--- config.mk ---
export PLATFORM = sky130hd
export DESIGN_NAME = hsv_to_rgb_converter_flat
export DESIGN_NICKNAME = d
export VERILOG_FILES = /design/src/hw/rtl/hsv2rgb_pkg.sv /design/src/hw/rtl/hsv2rgb_hsv_if.sv /design/src/hw/rtl/hsv2rgb_rgb_if.sv /design/src/hw/rtl/hsv_to_rgb_converter.sv /design/src/hw/rtl/hsv2rgb_hue_split.sv /design/src/flat_wrapper.sv
export SDC_FILE = /design/constraint.sdc
export NUM_CORES = 1
export LEC_CHECK = 0
export BUFFER_PORTS_ARGS = -buffer_cell sky130_fd_sc_hd__buf_2
export CAP_MARGIN = 10
export CORE_ASPECT_RATIO = 0.75
export CORE_MARGIN = 2
export CORE_UTILIZATION = 58
export DETAILED_ROUTE_END_ITERATION = 16
export GPL_ROUTABILITY_DRIVEN = 0
export PLACE_DENSITY = 0.88
export SLEW_MARGIN = 5
export SYNTH_ARGS = -nofsm -noshare
export SYNTH_HDL_FRONTEND = slang
export SYNTH_HIERARCHICAL = 1
export SYNTH_SLANG_ARGS = --single-unit
--- constraint.sdc ---
create_clock -name clk -period 6.1 [get_ports clk]
set_input_delay 0.305 -clock clk [delete_from_list [all_inputs] [get_ports clk]]
set_output_delay 0.305 -clock clk [all_outputs]
set_load 0.01 [all_outputs]
--- src/hw/rtl/hsv2rgb_pkg.sv ---
package hsv2rgb_pkg;

	// channel width, full scale (2^COLOR_BITS - 1) stands for 1.0
	localparam int COLOR_BITS = 8;
	localparam int HUE_BITS   = 15;

	// hue in 1/64 degree: one 60 degree sector and one full turn
	localparam int SECTOR_SPAN = 3840;
	localparam int FULL_TURN   = 23040;
	localparam int HALF_SPAN   = SECTOR_SPAN / 2;
	localparam int FRAC_BITS   = $clog2(SECTOR_SPAN + 1);

	typedef enum logic [2:0] {
		SEC_RED_YEL = 3'd0,
		SEC_YEL_GRN = 3'd1,
		SEC_GRN_CYN = 3'd2,
		SEC_CYN_BLU = 3'd3,
		SEC_BLU_MAG = 3'd4,
		SEC_MAG_RED = 3'd5
	} sector_t;

	// position of a hue on the color wheel
	typedef struct packed {
		sector_t                sector;
		logic [FRAC_BITS-1:0]   frac;
	} hue_pos_t;

endpackage

--- src/hw/rtl/hsv2rgb_hsv_if.sv ---
interface hsv2rgb_hsv_if;
	import hsv2rgb_pkg::*;

	logic                  valid;
	logic                  ready;
	logic [HUE_BITS-1:0]   hue;
	logic [COLOR_BITS-1:0] saturation;
	logic [COLOR_BITS-1:0] brightness;

	modport source (output valid, output hue, output saturation, output brightness,
		input ready);
	modport sink (input valid, input hue, input saturation, input brightness,
		output ready);

endinterface

--- src/hw/rtl/hsv2rgb_rgb_if.sv ---
interface hsv2rgb_rgb_if;
	import hsv2rgb_pkg::*;

	logic                  valid;
	logic                  ready;
	logic [COLOR_BITS-1:0] red;
	logic [COLOR_BITS-1:0] green;
	logic [COLOR_BITS-1:0] blue;

	modport source (output valid, output red, output green, output blue, input ready);
	modport sink (input valid, input red, input green, input blue, output ready);

endinterface

--- src/hw/rtl/hsv_to_rgb_converter.sv ---
// hsv to rgb pixel converter, five register stages
// throughput: one word per cycle while rgb.ready is high; each stage holds its word
// while the next is full, so bubbles are squeezed out and a stall loses nothing
// reset: arst_n clears the stage valid bits only, the data registers are not reset
module hsv_to_rgb_converter (
	input  logic          clk,
	input  logic          arst_n,
	hsv2rgb_hsv_if.sink   hsv,
	hsv2rgb_rgb_if.source rgb
);
	import hsv2rgb_pkg::*;

	localparam int CB      = COLOR_BITS;
	localparam int FULL    = (1 << CB) - 1;
	// product c * frac and the scaled-down numerator of the x quotient
	localparam int PW      = CB + FRAC_BITS;
	localparam int UW      = PW - 7;
	// 3840 = 256 * 15: a shift and then a division by 15 through a reciprocal
	localparam int RSH     = 4 * ((UW + 4 + 3) / 4);
	localparam int KW      = RSH - 3;
	localparam logic [KW-1:0] RECIP15 = KW'(((1 << RSH) - 1) / 15);

	// ---------------------------------------------------------------
	// handshake: a stage loads when it is empty or its word moves on
	// ---------------------------------------------------------------
	logic v_s1, v_s2, v_s3, v_s4, v_s5;
	logic rdy1, rdy2, rdy3, rdy4, rdy5;

	assign rdy5      = !v_s5 || rgb.ready;
	assign rdy4      = !v_s4 || rdy5;
	assign rdy3      = !v_s3 || rdy4;
	assign rdy2      = !v_s2 || rdy3;
	assign rdy1      = !v_s1 || rdy2;
	assign hsv.ready = rdy1;

	always_ff @(posedge clk or negedge arst_n) begin
		if (!arst_n) begin
			v_s1 <= 1'b0;
			v_s2 <= 1'b0;
			v_s3 <= 1'b0;
			v_s4 <= 1'b0;
			v_s5 <= 1'b0;
		end else begin
			if (rdy1) v_s1 <= hsv.valid;
			if (rdy2) v_s2 <= v_s1;
			if (rdy3) v_s3 <= v_s2;
			if (rdy4) v_s4 <= v_s3;
			if (rdy5) v_s5 <= v_s4;
		end
	end

	// ---------------------------------------------------------------
	// stage 1: hue to sector and offset, brightness * saturation
	// ---------------------------------------------------------------
	hue_pos_t pos;

	hsv2rgb_hue_split u_hue_split (
		.hue (hsv.hue),
		.pos (pos)
	);

	sector_t              sector_s1;
	logic [FRAC_BITS-1:0] frac_s1;
	logic [2*CB-1:0]      vs_s1;
	logic [CB-1:0]        val_s1;

	always_ff @(posedge clk) begin
		if (rdy1) begin
			sector_s1 <= pos.sector;
			frac_s1   <= pos.frac;
			vs_s1     <= (2*CB)'(hsv.brightness) * (2*CB)'(hsv.saturation);
			val_s1    <= hsv.brightness;
		end
	end

	// ---------------------------------------------------------------
	// stage 2: c = round(v*s / full); falling edge of odd sectors
	// ---------------------------------------------------------------
	// round half up is floor((p + (full-1)/2) / full), and the division by
	// 2^n - 1 is exact as (t + (t >> n) + 1) >> n for t below 2^(2n) - 1
	logic [2*CB-1:0] c_num;
	logic [2*CB:0]   c_sum;
	logic [CB-1:0]   c_val;
	logic [FRAC_BITS-1:0] ramp;

	assign c_num = vs_s1 + (2*CB)'(FULL / 2);
	assign c_sum = {1'b0, c_num} + (2*CB+1)'(c_num >> CB) + (2*CB+1)'(1);
	assign c_val = c_sum[2*CB-1:CB];
	assign ramp  = sector_s1[0] ? (FRAC_BITS'(SECTOR_SPAN) - frac_s1) : frac_s1;

	sector_t              sector_s2;
	logic [FRAC_BITS-1:0] ramp_s2;
	logic [CB-1:0]        c_s2;
	logic [CB-1:0]        val_s2;

	always_ff @(posedge clk) begin
		if (rdy2) begin
			sector_s2 <= sector_s1;
			ramp_s2   <= ramp;
			c_s2      <= c_val;
			val_s2    <= val_s1;
		end
	end

	// ---------------------------------------------------------------
	// stage 3: c * ramp and the offset m = v - c
	// ---------------------------------------------------------------
	sector_t       sector_s3;
	logic [PW-1:0] cr_s3;
	logic [CB-1:0] c_s3;
	logic [CB-1:0] m_s3;

	always_ff @(posedge clk) begin
		if (rdy3) begin
			sector_s3 <= sector_s2;
			cr_s3     <= PW'(c_s2) * PW'(ramp_s2);
			c_s3      <= c_s2;
			m_s3      <= val_s2 - c_s2;
		end
	end

	// ---------------------------------------------------------------
	// stage 4: round(c*ramp / 3840) = floor(((p + 1920) >> 8) / 15),
	// quotient estimate by reciprocal, low by at most one
	// ---------------------------------------------------------------
	logic [PW:0]      x_num;
	logic [UW-1:0]    x_u;
	logic [UW+KW-1:0] x_prod;

	assign x_num  = {1'b0, cr_s3} + (PW+1)'(HALF_SPAN);
	assign x_u    = x_num[PW:8];
	assign x_prod = (UW+KW)'(x_u) * (UW+KW)'(RECIP15);

	sector_t       sector_s4;
	logic [UW-1:0] u_s4;
	logic [CB-1:0] q_s4;
	logic [CB-1:0] c_s4;
	logic [CB-1:0] m_s4;

	always_ff @(posedge clk) begin
		if (rdy4) begin
			sector_s4 <= sector_s3;
			u_s4      <= x_u;
			q_s4      <= x_prod[RSH+CB-1:RSH];
			c_s4      <= c_s3;
			m_s4      <= m_s3;
		end
	end

	// ---------------------------------------------------------------
	// stage 5: fix up the quotient, permute by sector, add m
	// ---------------------------------------------------------------
	logic [UW-1:0] q_ext;
	logic [UW-1:0] x_rem;
	logic [CB-1:0] x_val;
	logic [CB-1:0] r_ch, g_ch, b_ch;

	assign q_ext = UW'(q_s4);
	assign x_rem = u_s4 - ((q_ext << 4) - q_ext);
	assign x_val = (x_rem >= UW'(15)) ? (q_s4 + CB'(1)) : q_s4;

	always_comb begin
		unique case (sector_s4)
			SEC_RED_YEL: begin r_ch = c_s4;  g_ch = x_val; b_ch = '0;    end
			SEC_YEL_GRN: begin r_ch = x_val; g_ch = c_s4;  b_ch = '0;    end
			SEC_GRN_CYN: begin r_ch = '0;    g_ch = c_s4;  b_ch = x_val; end
			SEC_CYN_BLU: begin r_ch = '0;    g_ch = x_val; b_ch = c_s4;  end
			SEC_BLU_MAG: begin r_ch = x_val; g_ch = '0;    b_ch = c_s4;  end
			default:     begin r_ch = c_s4;  g_ch = '0;    b_ch = x_val; end
		endcase
	end

	logic [CB-1:0] red_s5, green_s5, blue_s5;

	always_ff @(posedge clk) begin
		if (rdy5) begin
			red_s5   <= r_ch + m_s4;
			green_s5 <= g_ch + m_s4;
			blue_s5  <= b_ch + m_s4;
		end
	end

	assign rgb.valid = v_s5;
	assign rgb.red   = red_s5;
	assign rgb.green = green_s5;
	assign rgb.blue  = blue_s5;

endmodule

--- src/hw/rtl/hsv2rgb_hue_split.sv ---
module hsv2rgb_hue_split (
	input  logic [hsv2rgb_pkg::HUE_BITS-1:0] hue,
	output hsv2rgb_pkg::hue_pos_t            pos
);
	import hsv2rgb_pkg::*;

	logic [HUE_BITS-1:0] wrapped;
	logic [HUE_BITS-1:0] base;

	// fold a full turn and anything above it back onto the wheel
	always_comb begin
		if (hue >= HUE_BITS'(FULL_TURN)) begin
			wrapped = hue - HUE_BITS'(FULL_TURN);
		end else begin
			wrapped = hue;
		end
	end

	always_comb begin
		if (wrapped >= HUE_BITS'(5 * SECTOR_SPAN)) begin
			pos.sector = SEC_MAG_RED;
			base       = HUE_BITS'(5 * SECTOR_SPAN);
		end else if (wrapped >= HUE_BITS'(4 * SECTOR_SPAN)) begin
			pos.sector = SEC_BLU_MAG;
			base       = HUE_BITS'(4 * SECTOR_SPAN);
		end else if (wrapped >= HUE_BITS'(3 * SECTOR_SPAN)) begin
			pos.sector = SEC_CYN_BLU;
			base       = HUE_BITS'(3 * SECTOR_SPAN);
		end else if (wrapped >= HUE_BITS'(2 * SECTOR_SPAN)) begin
			pos.sector = SEC_GRN_CYN;
			base       = HUE_BITS'(2 * SECTOR_SPAN);
		end else if (wrapped >= HUE_BITS'(SECTOR_SPAN)) begin
			pos.sector = SEC_YEL_GRN;
			base       = HUE_BITS'(SECTOR_SPAN);
		end else begin
			pos.sector = SEC_RED_YEL;
			base       = '0;
		end
	end

	logic [HUE_BITS-1:0] offset;
	assign offset   = wrapped - base;
	assign pos.frac = offset[FRAC_BITS-1:0];

endmodule
--- src/flat_wrapper.sv ---
// flat-port wrapper written by rule: the top's interface ports become plain ports
module hsv_to_rgb_converter_flat import hsv2rgb_pkg::*;
  (clk, arst_n, hsv_valid, hsv_hue, hsv_saturation, hsv_brightness, hsv_ready, rgb_valid, rgb_red, rgb_green, rgb_blue, rgb_ready);
  hsv2rgb_hsv_if hsv_i ();
  hsv2rgb_rgb_if rgb_i ();
  input  logic clk;
  input  logic arst_n;
  input wire logic [$bits(hsv_i.valid)-1:0] hsv_valid;
  input wire logic [$bits(hsv_i.hue)-1:0] hsv_hue;
  input wire logic [$bits(hsv_i.saturation)-1:0] hsv_saturation;
  input wire logic [$bits(hsv_i.brightness)-1:0] hsv_brightness;
  output wire logic [$bits(hsv_i.ready)-1:0] hsv_ready;
  output wire logic [$bits(rgb_i.valid)-1:0] rgb_valid;
  output wire logic [$bits(rgb_i.red)-1:0] rgb_red;
  output wire logic [$bits(rgb_i.green)-1:0] rgb_green;
  output wire logic [$bits(rgb_i.blue)-1:0] rgb_blue;
  input wire logic [$bits(rgb_i.ready)-1:0] rgb_ready;
  assign hsv_i.valid = hsv_valid;
  assign hsv_i.hue = hsv_hue;
  assign hsv_i.saturation = hsv_saturation;
  assign hsv_i.brightness = hsv_brightness;
  assign hsv_ready = hsv_i.ready;
  assign rgb_valid = rgb_i.valid;
  assign rgb_red = rgb_i.red;
  assign rgb_green = rgb_i.green;
  assign rgb_blue = rgb_i.blue;
  assign rgb_i.ready = rgb_ready;
  hsv_to_rgb_converter u_core (.clk(clk), .arst_n(arst_n), .hsv(hsv_i), .rgb(rgb_i));
endmodule
==> impl_metrics.csv <==
group,metric,value,unit
place,post_dp_cell_area,0.0160,mm2
floorplanning,dieArea,0.0279,mm2
floorplanning,initial_core_util,0.592,
floorplanning,core_area,0.0260,mm2
timing,finalMaxSlewViolations,0,
clocking,root_buffer,"clkbuf_16",
setup_path,critPathKind,"flip-flop to flip-flop",
global_routing,first_global_vias,11300,
yosys,synth_compound_area_frac,0.106,
route,first_pass_iters,5,
yosys,synth_area_leaders,"edfxtp_1 32%, ha_1 15%, fa_1 14%",
yosys,synth.area.mux_share,0.00398,
layout,finalInstanceArea,0.0167,mm2
place,dp_hpwl,24.4,mm
floorplanning,fp-row-count,51,
yosys,yosys.area.top_type_share,0.323,
timing,tightest_slew,0.967,ns
global_routing,grt_max_degree,42,
min_path,worstHoldPathType,"primary input to flip-flop",
timing,fin_crit,5.84,ns
clocking,cts_tree,"done",
setup_path,cp-end-kind,"flip-flop",
route,drt-total-wl,32.1,mm
yosys,yosys.area_share.simple,0.138,
clocking,clockBufferDepth,2,
clocking,clock-sinks,171,
setup_path,startpoint_type,"flip-flop",
setup_path,cp.required,6.29,ns
floorplanning,io_pins,61,
timing,tns,0,ns
setup_path,arrival,6.03,ns
layout,final_core_util,0.642,
yosys,synth.distinct_cells,76,
timing,timing.slew.headroom,0.353,
place,io_buffer_count,60,
yosys,syn_nets,1822,
global_routing,grt-ovfl-total,0,
setup_path,path_max_fanout,6,
timing,skew,0.0102,ns
yosys,ys_ff_latch,171,
clocking,cts-htree-levels,4,
flow_run,drv_cap,0,
timing,fmax,171,MHz
run_status,status,"finished, final reports clean",
route,vias,11200,
yosys,avgSynthCellArea,10.3,um2
yosys,synthCells,1494,
yosys,synth_fa_ha_area_frac,0.291,
yosys,synth_top_family_by_area,"adder cells",
clocking,clk_latency,0.45,ns
setup_path,critPathSlowestCell,"or4_4",
yosys,async_reset_ff_frac,0.0292,
timing,setup_viol,0,
yosys,syn_area,0.0154,mm2
layout,synthToLayoutAreaGrowth,8.38,%
setup_path,worstPathCellList,"inv_1, fa_1, inv_1, ha_1, a21oi_2, a21oi_1, nor4_2, o2111ai_2, or4_4, nor3_1, a21oi_1, o31a_1, o21ai_1, ha_1, a21o_1, a21oi_2, nor2b_1, o21a_1, o41ai_2, xor2_1, buf_4, mux2i_1, a311oi_1, nand4b_1",
global_routing,grt_use_total,0.238,
yosys,synth_xor_area_frac,0.0647,
route,drc_errors,0,
global_routing,grt_pass1_wl,53.4,mm
yosys,netlist.top_cell.by_area,"edfxtp_1",
floorplanning,die_w,192,um
route,drt_iter0_markers,1020,
floorplanning,die_height,145,um
layout,layout.nets,1876,
timing,hold_violations,0,
setup_path,cpPeakStageDelay,0.61,ns
yosys,ys_seq_area_frac,0.331,
layout,diodes,0,
yosys,synth_ff_type,"edfxtp_1",
route,via_per_inst,5.90,
yosys,yosys_warnings,6,
clocking,cts_made_buffers,17,
clocking,clk_pin_slew,0.07,ns
route,detail-route-antenna-nets,0,
global_routing,grt_antenna_before_repair,0,
yosys,synth_edf_count,166,
layout,final_layout_size_suffix_gt1_frac,0.0884,
layout,fillers,1860,
route,wl_per_cell,16.8,um
timing,period_share,0.957,
## critical path, delay by kind of cell (launching register included)
kind            cells  cell delay (ns)
compound gates     11             2.16
simple gates        5             1.36
fa+ha+maj           3             1.04
flops               1             0.44
buf+inv             3             0.34
xor+xnor            1             0.18
mux                 1             0.07
## metrics by stage
| step | hold WS (ns) | std cells | worst slack [ns] |
|---|---|---|---|
| floorplan | 0.00941 | 1494 | 0.415 |
| global placement | 0.122 | 1867 | 0.182 |
| detailed placement | 0.122 | 1867 | -0.0907 |
| CTS | 0.0304 | 1901 | 0.00133 |
| global route | 0.0365 | 1905 | -0.0938 |
| finish | 0.0435 | 1905 | 0.261 |
## worst paths after layout
check                                          from                  end  slack [ns]  cells past startpoint
worst max-delay path                 u_core/q_s4[7]    u_core/rgb.red[7]        0.26                     24
worst min-delay path                      hsv_valid          u_core/v_s1        0.04                      2
worst max register to register       u_core/q_s4[7]    u_core/rgb.red[7]        0.26                     24
worst min register to register  u_core/sector_s1[2]  u_core/sector_s2[2]        0.41                      0
max in group asynchronous                    arst_n     u_core/rgb.valid        5.78                      2
min in group asynchronous                    arst_n          u_core/v_s3        0.20                      2
## sequential cells by signal, summed over array words and instances, names as in the netlist, 3 cells and up
name              cells
u_core/u_s4          13
u_core/rgb.green      8
u_core/m_s4           8
u_core/ramp_s2       12
u_core/rgb.blue       8
u_core/c_s3           8
u_core/frac_s1       12
u_core/sector_s2      3
u_core/c_s2           8
u_core/vs_s1         16
u_core/val_s1         8
u_core/m_s3           8
u_core/q_s4           8
u_core/sector_s1      3
u_core/rgb.red        8
u_core/cr_s3         13
u_core/sector_s3      3
u_core/c_s4           8
u_core/val_s2         8
u_core/sector_s4      3
## logic make-up (layout without fill, tap and decap cells)
family	Yosys count	in the layout
AOI/OAI and AO/OA	240	240
xor gates and xnor gates	113	113
adders and majority gates	293	293
buffers and inverters	256	323
DFF	171	171
muxes	6	6
and+or+nand+nor	415	415
## synthesized netlist by cell type, drive strengths merged, types with 8 or more instances
library cell / number
nor3: 23
edfxtp: 166
buf: 10
o21ai: 47
inv: 220
a21o: 19
xor2: 36
nand3: 27
nand2: 135
o21a: 12
clkbuf: 26
and3: 11
nand2b: 21
a211oi: 10
nor4: 8
and2: 85
a21oi: 66
o21bai: 9
nor2: 63
fa: 110
xnor2: 77
ha: 183
nor2b: 9
## cell usage in the layout (no fill, tap or decap), types with 35 or more instances in the layout
cell type,n
a21oi_1,64
and2_1,85
xnor2_1,77
inv_1,220
nand2_1,134
o21ai_0,46
buf_2,60
edfxtp_1,166
ha_1,180
xor2_1,35
nor2_1,63
fa_1,110
## layer usage
layer	wire [um]	GRT usage	up-vias
met5	0	0	-
met4	839	0.0744	0
met3	2650	0.0537	86
met2	15400	0.390	535
met1	13100	0.315	5405
li1	-	-	5212
## area by class of cell
type	count	area, um2	area share
Multi-Input combinational cell	1067	9350	0.559
Sequential cell	171	5110	0.306
Inverter	220	826	0.0494
Clock buffer	18	439	0.0263
Tap cell	344	430	0.0258
Timing Repair Buffer	71	385	0.0231
Clock inverter	14	173	0.0103
## timing repair
| action | in CTS | in global routing |
|---|---|---|
| setup buffers | 1 | 4 |
| pin swaps | 1 | 0 |
| hold buffers | 1 | 0 |
| resized for setup | 0 | 9 |
| setup endpoints to repair | 1 | 1 |
| endpoints found under the hold margin | 5 | 0 |
Power is left out: the tool's default activity adds up to more than one toggle a clock period on the data nets, which glitch-free logic cannot reach.
